$ cat src/hdl/wmms_pkg.sv
package wmms_pkg;

    localparam int QDEPTH = 16;
    localparam int QPW = $clog2(QDEPTH);

    localparam int THR_W = 16;
    localparam logic signed [THR_W-1:0] THR_RESET = 16'sd30;

    localparam int DAYF_W = 3;
    localparam int HOURF_W = 5;
    localparam int CNT_W = 8;
    localparam logic [CNT_W-1:0] CNT_MAX = 8'd255;

    localparam logic KIND_DAY = 1'b0;
    localparam logic KIND_WEEK = 1'b1;

endpackage

$ cat src/hdl/windowed_min_max_mean_stats.sv
// Windowed min/max/mean statistics. Takes one signed sample per beat, every cycle while o_stall is low, and
// groups samples into days of HOURS_PER_DAY and weeks of DAYS_PER_WINDOW days. The last
// sample of a day yields a daily result (max, min, mean truncated toward zero); the last
// sample of a week yields the daily result followed by the weekly result (max, min, mean,
// day and hour of the first weekly maximum, count of samples above the threshold), after
// which a fresh week starts. A sample runs through three pipeline registers (bias and
// reciprocal multiply, remainder fix-up, accumulate) so its results are written into a
// 16-deep result queue by the accumulate stage and then offered at its head. The means
// come from per-sample quotient/remainder accumulation, so no divider is present. o_stall
// rises only when the queue plus two slots for each sample in flight and two for the
// incoming sample would overflow; with the output side draining, the block sustains one
// sample per cycle. The threshold register resets to 30 and may be written whenever the
// block is idle.
module windowed_min_max_mean_stats
    import wmms_pkg::*;
#(
    parameter int HOURS_PER_DAY = 24,
    parameter int DAYS_PER_WINDOW = 7,
    parameter int SAMPLE_WIDTH = 16
) (
    input  logic                           i_clk,
    input  logic                           i_rst_n,
    input  logic                           i_cfg_wr_en,
    input  logic signed [THR_W-1:0]        i_cfg_wr_data,
    input  logic                           i_valid,
    output logic                           o_stall,
    input  logic signed [SAMPLE_WIDTH-1:0] i_sample,
    output logic                           o_valid,
    input  logic                           i_stall,
    output logic                           o_kind,
    output logic [DAYF_W-1:0]              o_day_number,
    output logic signed [SAMPLE_WIDTH-1:0] o_peak_value,
    output logic signed [SAMPLE_WIDTH-1:0] o_trough_value,
    output logic signed [SAMPLE_WIDTH-1:0] o_mean_value,
    output logic [DAYF_W-1:0]              o_peak_day,
    output logic [HOURF_W-1:0]             o_peak_hour,
    output logic [CNT_W-1:0]               o_hot_count,
    output logic                           o_last_of_run
);

    localparam int SW = SAMPLE_WIDTH;
    localparam int HW = $clog2(HOURS_PER_DAY);
    localparam int DW = (DAYS_PER_WINDOW > 1) ? $clog2(DAYS_PER_WINDOW) : 1;
    localparam int HD = HOURS_PER_DAY * DAYS_PER_WINDOW;
    localparam int LD = $clog2(HOURS_PER_DAY);
    localparam int LW = $clog2(HD);
    localparam int RDW = LD + 1;
    localparam int RWW = LW + 1;
    localparam int QW = SW + 2;
    localparam int PW = 2 * SW + 1;

    localparam logic [HW-1:0] HOUR_LAST = HW'(HOURS_PER_DAY - 1);
    localparam logic [DW-1:0] DAY_LAST = DW'(DAYS_PER_WINDOW - 1);

    // reciprocals: q = (u * M) >> S, exact for all SW-bit u
    localparam int SD = SW + LD;
    localparam int SWK = SW + LW;
    localparam logic [63:0] MD64 =
        ((64'd1 << SD) + 64'(HOURS_PER_DAY) - 64'd1) / 64'(HOURS_PER_DAY);
    localparam logic [63:0] MW64 = ((64'd1 << SWK) + 64'(HD) - 64'd1) / 64'(HD);
    localparam logic [SW:0] MD_C = MD64[SW:0];
    localparam logic [SW:0] MW_C = MW64[SW:0];

    localparam logic [SW+LD-1:0] DIV_D = (SW + LD)'(HOURS_PER_DAY);
    localparam logic [SW+LW-1:0] DIV_W = (SW + LW)'(HD);
    localparam logic [RDW-1:0] DIV_DR = RDW'(HOURS_PER_DAY);
    localparam logic [RWW-1:0] DIV_WR = RWW'(HD);

    // sample bias 2^(SW-1) split into quotient and remainder per divisor
    localparam logic [63:0] BIAS = 64'd1 << (SW - 1);
    localparam logic [63:0] QB_D64 = BIAS / 64'(HOURS_PER_DAY);
    localparam logic [63:0] RB_D64 = BIAS % 64'(HOURS_PER_DAY);
    localparam logic [63:0] QB_W64 = BIAS / 64'(HD);
    localparam logic [63:0] RB_W64 = BIAS % 64'(HD);
    localparam logic signed [QW-1:0] QB_D = QW'(QB_D64);
    localparam logic signed [QW-1:0] QB_W = QW'(QB_W64);
    localparam logic signed [RDW:0] RB_D = (RDW + 1)'(RB_D64);
    localparam logic signed [RWW:0] RB_W = (RWW + 1)'(RB_W64);

    localparam logic [QPW:0] QDEPTH_C = (QPW + 1)'(QDEPTH);

    typedef struct packed {
        logic                    kind;
        logic [DAYF_W-1:0]       day_number;
        logic signed [SW-1:0]    peak_value;
        logic signed [SW-1:0]    trough_value;
        logic signed [SW-1:0]    mean_value;
        logic [DAYF_W-1:0]       peak_day;
        logic [HOURF_W-1:0]      peak_hour;
        logic [CNT_W-1:0]        hot_count;
        logic                    last_of_run;
    } t_result;

    logic signed [THR_W-1:0] r_thr;

    // stage 1
    logic                 r1_valid;
    logic signed [SW-1:0] r1_sample;
    logic [SW-1:0]        u1;
    logic [PW-1:0]        prod_d, prod_w;

    // stage 2
    logic                 r2_valid;
    logic signed [SW-1:0] r2_sample;
    logic [SW-1:0]        r2_u;
    logic [PW-1:0]        r2_prod_d, r2_prod_w;
    logic [SW-1:0]        qu_d, qu_w;
    logic [SW+LD-1:0]     rem_full_d;
    logic [SW+LW-1:0]     rem_full_w;
    logic signed [RDW:0]  rs_raw_d;
    logic signed [RWW:0]  rs_raw_w;
    logic signed [QW-1:0] qs_d, qs_w;
    logic [RDW-1:0]       rs_d;
    logic [RWW-1:0]       rs_w;

    // stage 3
    logic                 r3_valid;
    logic signed [SW-1:0] r3_sample;
    logic signed [QW-1:0] r3_qs_d, r3_qs_w;
    logic [RDW-1:0]       r3_rs_d;
    logic [RWW-1:0]       r3_rs_w;

    // accumulators
    logic [HW-1:0]        r_hour, n_hour;
    logic [DW-1:0]        r_day, n_day;
    logic signed [SW-1:0] r_dmax, n_dmax, r_dmin, n_dmin;
    logic signed [SW-1:0] r_wmax, n_wmax, r_wmin, n_wmin;
    logic signed [QW-1:0] r_dq, n_dq, r_wq, n_wq;
    logic [RDW-1:0]       r_dr, n_dr;
    logic [RWW-1:0]       r_wr, n_wr;
    logic [DW-1:0]        r_pk_day, n_pk_day;
    logic [HW-1:0]        r_pk_hour, n_pk_hour;
    logic [CNT_W-1:0]     r_cnt, n_cnt;

    logic                 first_d, first_w, day_end, week_end;
    logic signed [QW-1:0] sum_dq, sum_wq, mean_dq, mean_wq;
    logic [RDW-1:0]       sum_dr;
    logic [RWW-1:0]       sum_wr;
    logic [CNT_W-1:0]     cnt_base;
    logic signed [32:0]   cmp_s, cmp_t;
    logic [31:0]          day_ext, pk_day_ext, pk_hour_ext;
    t_result              res_d, res_w;

    // result queue
    t_result              r_q [QDEPTH];
    logic [QPW-1:0]       r_wr_ptr, r_rd_ptr;
    logic [QPW:0]         r_count;
    logic                 push_d, push_w, pop, in_accept;
    logic [1:0]           inflight;
    logic [QPW+2:0]       reserve;
    t_result              head;

    assign inflight = 2'(r1_valid) + 2'(r2_valid) + 2'(r3_valid);
    assign reserve = (QPW + 3)'(r_count) + (QPW + 3)'({inflight, 1'b0}) + (QPW + 3)'(2);
    assign o_stall = reserve > (QPW + 3)'(QDEPTH);
    assign in_accept = i_valid && !o_stall;

    always_ff @(posedge i_clk) begin
        if (!i_rst_n) begin
            r_thr <= THR_RESET;
        end else if (i_cfg_wr_en) begin
            r_thr <= i_cfg_wr_data;
        end
    end

    // stage 1: bias to unsigned, multiply by reciprocals
    assign u1 = {~r1_sample[SW-1], r1_sample[SW-2:0]};
    assign prod_d = PW'(u1) * PW'(MD_C);
    assign prod_w = PW'(u1) * PW'(MW_C);

    // stage 2: quotient, remainder, remove bias
    always_comb begin
        qu_d = SW'(r2_prod_d >> SD);
        qu_w = SW'(r2_prod_w >> SWK);
        rem_full_d = (SW + LD)'(r2_u) - (SW + LD)'(qu_d) * DIV_D;
        rem_full_w = (SW + LW)'(r2_u) - (SW + LW)'(qu_w) * DIV_W;
        rs_raw_d = $signed({1'b0, RDW'(rem_full_d)}) - RB_D;
        rs_raw_w = $signed({1'b0, RWW'(rem_full_w)}) - RB_W;
        if (rs_raw_d < 0) begin
            rs_d = RDW'(rs_raw_d + $signed({1'b0, DIV_DR}));
            qs_d = $signed(QW'(qu_d)) - QB_D - QW'(1);
        end else begin
            rs_d = RDW'(rs_raw_d);
            qs_d = $signed(QW'(qu_d)) - QB_D;
        end
        if (rs_raw_w < 0) begin
            rs_w = RWW'(rs_raw_w + $signed({1'b0, DIV_WR}));
            qs_w = $signed(QW'(qu_w)) - QB_W - QW'(1);
        end else begin
            rs_w = RWW'(rs_raw_w);
            qs_w = $signed(QW'(qu_w)) - QB_W;
        end
    end

    always_ff @(posedge i_clk) begin
        if (!i_rst_n) begin
            r1_valid <= 1'b0;
            r2_valid <= 1'b0;
            r3_valid <= 1'b0;
        end else begin
            r1_valid <= in_accept;
            r2_valid <= r1_valid;
            r3_valid <= r2_valid;
        end
    end

    always_ff @(posedge i_clk) begin
        if (in_accept) begin
            r1_sample <= i_sample;
        end
        r2_sample <= r1_sample;
        r2_u <= u1;
        r2_prod_d <= prod_d;
        r2_prod_w <= prod_w;
        r3_sample <= r2_sample;
        r3_qs_d <= qs_d;
        r3_qs_w <= qs_w;
        r3_rs_d <= rs_d;
        r3_rs_w <= rs_w;
    end

    // stage 3: accumulate and form results
    always_comb begin
        first_d = (r_hour == '0);
        first_w = first_d && (r_day == '0);
        day_end = (r_hour == HOUR_LAST);
        week_end = day_end && (r_day == DAY_LAST);
        cmp_s = 33'(r3_sample);
        cmp_t = 33'(r_thr);

        n_dmax = (first_d || r3_sample > r_dmax) ? r3_sample : r_dmax;
        n_dmin = (first_d || r3_sample < r_dmin) ? r3_sample : r_dmin;
        n_wmin = (first_w || r3_sample < r_wmin) ? r3_sample : r_wmin;
        if (first_w) begin
            n_wmax = r3_sample;
            n_pk_day = '0;
            n_pk_hour = '0;
        end else if (r3_sample > r_wmax) begin
            n_wmax = r3_sample;
            n_pk_day = r_day;
            n_pk_hour = r_hour;
        end else begin
            n_wmax = r_wmax;
            n_pk_day = r_pk_day;
            n_pk_hour = r_pk_hour;
        end

        cnt_base = first_w ? '0 : r_cnt;
        n_cnt = (cmp_s > cmp_t && cnt_base != CNT_MAX) ? cnt_base + CNT_W'(1) : cnt_base;

        sum_dq = (first_d ? '0 : r_dq) + r3_qs_d;
        sum_dr = (first_d ? '0 : r_dr) + r3_rs_d;
        sum_wq = (first_w ? '0 : r_wq) + r3_qs_w;
        sum_wr = (first_w ? '0 : r_wr) + r3_rs_w;
        if (sum_dr >= DIV_DR) begin
            n_dr = sum_dr - DIV_DR;
            n_dq = sum_dq + QW'(1);
        end else begin
            n_dr = sum_dr;
            n_dq = sum_dq;
        end
        if (sum_wr >= DIV_WR) begin
            n_wr = sum_wr - DIV_WR;
            n_wq = sum_wq + QW'(1);
        end else begin
            n_wr = sum_wr;
            n_wq = sum_wq;
        end
        // floor to truncation toward zero
        mean_dq = (n_dq < 0 && n_dr != '0) ? n_dq + QW'(1) : n_dq;
        mean_wq = (n_wq < 0 && n_wr != '0) ? n_wq + QW'(1) : n_wq;

        if (day_end) begin
            n_hour = '0;
            n_day = week_end ? '0 : r_day + DW'(1);
        end else begin
            n_hour = r_hour + HW'(1);
            n_day = r_day;
        end

        day_ext = 32'(r_day);
        pk_day_ext = 32'(n_pk_day);
        pk_hour_ext = 32'(n_pk_hour);

        res_d.kind = KIND_DAY;
        res_d.day_number = day_ext[DAYF_W-1:0];
        res_d.peak_value = n_dmax;
        res_d.trough_value = n_dmin;
        res_d.mean_value = SW'(mean_dq);
        res_d.peak_day = '0;
        res_d.peak_hour = '0;
        res_d.hot_count = '0;
        res_d.last_of_run = !week_end;

        res_w.kind = KIND_WEEK;
        res_w.day_number = day_ext[DAYF_W-1:0];
        res_w.peak_value = n_wmax;
        res_w.trough_value = n_wmin;
        res_w.mean_value = SW'(mean_wq);
        res_w.peak_day = pk_day_ext[DAYF_W-1:0];
        res_w.peak_hour = pk_hour_ext[HOURF_W-1:0];
        res_w.hot_count = n_cnt;
        res_w.last_of_run = 1'b1;
    end

    always_ff @(posedge i_clk) begin
        if (!i_rst_n) begin
            r_hour <= '0;
            r_day <= '0;
        end else if (r3_valid) begin
            r_hour <= n_hour;
            r_day <= n_day;
        end
    end

    always_ff @(posedge i_clk) begin
        if (r3_valid) begin
            r_dmax <= n_dmax;
            r_dmin <= n_dmin;
            r_wmax <= n_wmax;
            r_wmin <= n_wmin;
            r_dq <= n_dq;
            r_dr <= n_dr;
            r_wq <= n_wq;
            r_wr <= n_wr;
            r_pk_day <= n_pk_day;
            r_pk_hour <= n_pk_hour;
            r_cnt <= n_cnt;
        end
    end

    // result queue
    assign push_d = r3_valid && day_end;
    assign push_w = r3_valid && week_end;
    assign o_valid = (r_count != '0);
    assign pop = o_valid && !i_stall;

    always_ff @(posedge i_clk) begin
        if (!i_rst_n) begin
            r_wr_ptr <= '0;
            r_rd_ptr <= '0;
            r_count <= '0;
        end else begin
            r_wr_ptr <= r_wr_ptr + QPW'(push_d) + QPW'(push_w);
            r_rd_ptr <= r_rd_ptr + QPW'(pop);
            r_count <= r_count + (QPW + 1)'(push_d) + (QPW + 1)'(push_w) - (QPW + 1)'(pop);
        end
    end

    always_ff @(posedge i_clk) begin
        if (push_d) begin
            r_q[r_wr_ptr] <= res_d;
        end
        if (push_w) begin
            r_q[r_wr_ptr + QPW'(1)] <= res_w;
        end
    end

    assign head = r_q[r_rd_ptr];
    assign o_kind = head.kind;
    assign o_day_number = head.day_number;
    assign o_peak_value = head.peak_value;
    assign o_trough_value = head.trough_value;
    assign o_mean_value = head.mean_value;
    assign o_peak_day = head.peak_day;
    assign o_peak_hour = head.peak_hour;
    assign o_hot_count = head.hot_count;
    assign o_last_of_run = head.last_of_run;

    // queue never overcommitted: stored results plus worst case in flight fit
    a_reserve: assert property (@(posedge i_clk) disable iff (!i_rst_n)
        (r_count + {inflight, 1'b0}) <= QDEPTH_C)
        else $error("result queue overcommitted");

    // a weekly result is always the last beat of its sample
    a_week_last: assert property (@(posedge i_clk) disable iff (!i_rst_n)
        pop && o_kind == KIND_WEEK |-> o_last_of_run)
        else $error("weekly result not last of run");

    // week end only ever pushes together with its daily result
    a_week_pair: assert property (@(posedge i_clk) disable iff (!i_rst_n)
        push_w |-> push_d)
        else $error("weekly result without daily result");

    // position counters advance only on a sample leaving stage 3
    a_hour_hold: assert property (@(posedge i_clk) disable iff (!i_rst_n)
        !r3_valid |=> $stable(r_hour) && $stable(r_day))
        else $error("position moved without a sample");

endmodule
$ cat config.mk
export PLATFORM = sky130hd
export DESIGN_NAME = windowed_min_max_mean_stats
export DESIGN_NICKNAME = d
export VERILOG_FILES = /design/src/hdl/wmms_pkg.sv /design/src/hdl/windowed_min_max_mean_stats.sv
export SDC_FILE = /design/constraint.sdc
export NUM_CORES = 2
export LEC_CHECK = 0
export ABC_CLOCK_PERIOD_IN_PS = 9700
export BUFFER_PORTS_ARGS = -buffer_cell sky130_fd_sc_hd__buf_4
export CAP_MARGIN = 20
export CORE_ASPECT_RATIO = 0.7
export CORE_MARGIN = 4
export CORE_UTILIZATION = 25
export CTS_CLUSTER_DIAMETER = 120
export DETAILED_ROUTE_END_ITERATION = 10
export PLACE_DENSITY_LB_ADDON = 0.25
export SYNTH_ARGS = -nofsm -noshare
export SYNTH_HDL_FRONTEND = slang
export SYNTH_SLANG_ARGS = --single-unit
$ cat constraint.sdc
create_clock -name i_clk -period 9.7 [get_ports i_clk]
set_input_delay 1.94 -clock i_clk [delete_from_list [all_inputs] [get_ports i_clk]]
set_output_delay 1.94 -clock i_clk [all_outputs]
set_load 0.01 [all_outputs]
==> reports/results.txt <==
Leading cell type in the layout, fill and taps excluded: sky130_fd_sc_hd__edfxtp_1. Final hold analysis gives a worst-case slack of 0.326 ns. After synthesis the cells add up to 75,300 sq um.

The worst setup path category is reg2reg. The mux contribution to synthesized area works out to 0.114. The run gives 4 as the number of levels the H-tree was split into.

The tools report the start point of the critical path as r_hour[0]$_SDFFE_PN0P_. The quantity of I/O buffers inserted on ports is 107, and the first-pass GRT wire length is 395,000 microns. The proportion of register bits with asynchronous set or reset after synthesis came out at 0. The logs give 0 for the max-cap violation count and 0.262 for the met1 layer usage reported by global route. Detailed placement ended at an HPWL of 165,000 microns. TritonCTS built the clock tree. The finished layout holds 9,937 standard cells, fillers aside. The run gives 6 as the number of optimization iterations in the first detailed-route pass. The synthesized area per cell is 13.0 sq um.

Based on the critical path, the design can be clocked at up to 0.121 GHz. After filler insertion, the fill cell instance count of the layout stands at 30,400. The data required time at the worst endpoint was 10.18 ns; the global route total overflow was 0.

In the synthesized netlist the dominant register cell turns out to be sky130_fd_sc_hd__edfxtp_1. The proportion of synthesized chip area in sequential cells is 0.531. The run finished with clean final reports. Once placement completed, the tool counted placed cells totaling 9,649. The detailed router finished its first iteration with 6,672 violations.

Synthesis instantiated 107 different standard cells from the library. The worst setup skew after layout is 0.0795 ns. For the initial antenna violation count, the log shows 17. Entering global routing, the biggest net connects 134 pins.

Overall fraction of global-route tracks in use: 0.175. The worst setup path is launched from a register. After detailed routing, the number of remaining DRC violations is 0. Synthesized-area fraction occupied by xor and xnor cells: 0.0225.

After synthesis, the largest family of logic cells by area is multiplexers. Ratio of final minimum period to clock period: 0.850. The number of global-route vias before repair is 52,300, and the number of enable flip-flop cells after synthesis is 1,219. The slew at the pin closest to its max-slew limit was 1.21 ns; the met2 usage in global routing was 0.257. The tree is rooted in a sky130_fd_sc_hd__clkbuf_16. Initial core utilization: 0.251. Post-synthesis cell count: 5,807. The tools report the number of nets in the final layout as 6,409.

The tools report the global routing usage on met3 as 0.0365. The proportion of layout cells with a drive suffix above 1 is 0.171. The worst-case headroom to the max-slew limit was 0.195; the setup TNS was 0 ns. The tools report the warning count from the yosys run as 0. Worst-case vdd ir drop: 0.548 mV. In the final layout, the multi-input gates occupy 32,300 sq um. The logs give 0 for the hold violation count in the final report and 300,000 sq um for the area inside the core boundary.

Setup repair after global routing left no endpoint under its margin. The die footprint was 310,000 sq um; the per-cell routed wire length was 28.3 microns. The number of resized instances in the post-cts repair step is 0, and the post-synthesis register bit count is 1,389. For this design the ratio of total power to cell area is 317 nW/um^2. Setup violations remaining at the end of the flow were counted as 0. The tools report the hold buffer count at cts as 0.

The number of setup buffers added after CTS is 0. The number of buffers added by the clock tree synthesis step was 161. Leaving out fill and tap cells, the most frequent cells in the layout are 1,219 x sky130_fd_sc_hd__edfxtp_1, 776 x sky130_fd_sc_hd__o22ai_1, 485 x sky130_fd_sc_hd__inv_1, 412 x sky130_fd_sc_hd__ha_1, 357 x sky130_fd_sc_hd__nor2_1.

The height of the chip was 467 microns; the die outline width was 664 microns. In this run the deepest clock path goes through 4 buffers. The worst path needs 8.25 ns of the cycle, external delays included. The analysis attributes to cell leakage a power of 28.3 nW. In this run the remaining antenna-violating nets after routing total 0. The simple-gate share of the synthesized area was 0.0678. The area of all sequential standard cells was 40,000 sq um; the post-synthesis share of cell area spent on full adders, half adders and majority gates was 0.105. The logs give 168 for the count of standard-cell rows and 53,200 for the vias after detailed routing.

Data on the critical path arrives at its endpoint at 8.72 ns. STA classifies the critical path endpoint as a register. Type of the tightest min-delay check: reg2reg. The post-synth net total came out at 6,394. Startpoint of the most critical register-to-register path: r_hour[0]$_SDFFE_PN0P_. Counting every sink on the clock net gives 1,389. The via density per instance was 5.35. The run gives 281,000 microns as the total wire length. In this run the worst path has a maximum fanout of 30. The tools report the clock insertion delay at the later pin of the skew report as 0.86 ns. Final count of pins violating max slew: 0.

After clock tree synthesis, the clock-pin slew on the worst setup and hold paths is 0.06 ns. The last weighted congestion value of the routability-driven placer was 0.811. Beginning of the worst hold path: r2_prod_w[1]$_DFF_P_. The run gives 108 as the I/O pin total. The area growth from synthesis to layout was 14.9%; the share of the synthesized area in compound gates (AO/OA/AOI/OAI) was 0.112. The most heavily used metal layer in global routing was met1.
through the flow:
step / power (mW) / area (sq um) / utilization / setup WS [ns]
5_1_grt: 29.6 / 86500 / 0.289 / 0.866
2_1_floorplan: 17.1 / 75300 / - / 2.47
3_3_place_gp: 21.3 / 81400 / 0.272 / 1.64
6_report: 27.4 / 86500 / 0.289 / 1.45
3_5_place_dp: 21.5 / 81500 / 0.272 / 1.64
4_1_cts: 27.6 / 86400 / 0.289 / 1.59
critical path: stages (launching register included):
cell	delay, ns
sky130_fd_sc_hd__dfxtp_1	0.36
sky130_fd_sc_hd__inv_1	0.08
sky130_fd_sc_hd__ha_1	0.16
sky130_fd_sc_hd__or4b_4	0.72
sky130_fd_sc_hd__or2_2	0.64
sky130_fd_sc_hd__and2_1	0.27
sky130_fd_sc_hd__ha_1	0.21
sky130_fd_sc_hd__fa_1	0.45
sky130_fd_sc_hd__a211oi_1	0.42
sky130_fd_sc_hd__or2_2	0.20
sky130_fd_sc_hd__and2_1	0.19
sky130_fd_sc_hd__inv_1	0.10
sky130_fd_sc_hd__ha_1	0.25
sky130_fd_sc_hd__inv_1	0.14
sky130_fd_sc_hd__o21ai_1	0.16
sky130_fd_sc_hd__a21boi_0	0.59
sky130_fd_sc_hd__nor2_1	0.34
sky130_fd_sc_hd__xnor2_1	0.45
sky130_fd_sc_hd__ha_1	0.27
sky130_fd_sc_hd__inv_1	0.06
sky130_fd_sc_hd__a31oi_1	0.20
sky130_fd_sc_hd__o211ai_1	0.17
sky130_fd_sc_hd__nor4_4	0.39
sky130_fd_sc_hd__nand2_1	0.16
sky130_fd_sc_hd__xor2_2	0.68
sky130_fd_sc_hd__o22ai_1	0.16
flip-flops by register name, summed over array words and instances, names as in the netlist, 6 cells and up:
name,flops
r3_sample,13
r_wq,18
r_dq,18
r3_rs_w,9
r_cnt,8
r3_qs_d,18
r2_prod_d,12
r2_sample,8
r_dmax,16
r_wr,9
r1_sample,16
r_wmax,16
r_q,1104
r3_qs_w,18
r_thr,16
r_wmin,16
r_dmin,16
r_dr,6
r2_prod_w,12
final timing paths:
kind | end | slack [ns] | depth (start not counted)
setup / recovery | r_q[9][25]$_DFFE_PP_ | 1.45 | 25
hold / removal | r3_rs_w[1]$_DFF_P_ | 0.33 | 0
setup reg to reg | r_q[9][25]$_DFFE_PP_ | 1.45 | 25
hold reg to reg | r3_rs_w[1]$_DFF_P_ | 0.33 | 0
synth_stat cells (all sizes together) (40+ instances only):
cell type,number,share of area
nor2,358,0.018
o21ai,96,0.0066
xnor2,99,0.012
fa,138,0.037
mux2i,69,0.0092
ha,412,0.068
nor2b,40,0.0033
nand3,112,0.0074
nor3,57,0.0040
mux4,345,0.10
o21a,42,0.0042
o22ai,776,0.064
buf,72,0.0046
a21o,42,0.0042
edfxtp,1219,0.49
and2,96,0.0080
a21oi,128,0.0085
dfxtp,170,0.045
xor2,77,0.010
inv,485,0.024
nand2,197,0.0098
clkbuf,377,0.019
metal layers:
metal  wire, microns  vias up  share of wire
li1                -    22300              -
met1          128000    27500           0.45
met2          119000     2904           0.42
met3           26900      433          0.096
met4            6870       10          0.024
met5              58        -        0.00021
kinds of logic (layout without fill, tap and decap cells):
group | count (synthesis) | count (layout)
AOI/OAI and AO/OA | 1292 | 1292
xor gates and xnor gates | 176 | 176
adders and majority gates | 551 | 551
buffers and inverters | 938 | 1070
DFF | 1389 | 1389
muxes | 424 | 424
other | 0 | 3
and+or+nand+nor | 1037 | 1037
cell type report:
class | count | area share
sequential | 1389 | 0.463
multi-input combinational | 3480 | 0.373
tap | 3995 | 0.0578
clock buffer | 214 | 0.0497
timing repair buffer | 301 | 0.0285
inverter | 489 | 0.0212
clock inverter | 66 | 0.00703
antenna | 3 | 0.0000868
report_power, final:
| part | switching (mW) | internal, mW |
|---|---|---|
| sequential | 0.326 | 6.82 |
| clock | 2.60 | 3.36 |
| combinational | 8.54 | 5.75 |
| total | 11.5 | 15.9 |
Power figures use the tool's default switching activity.
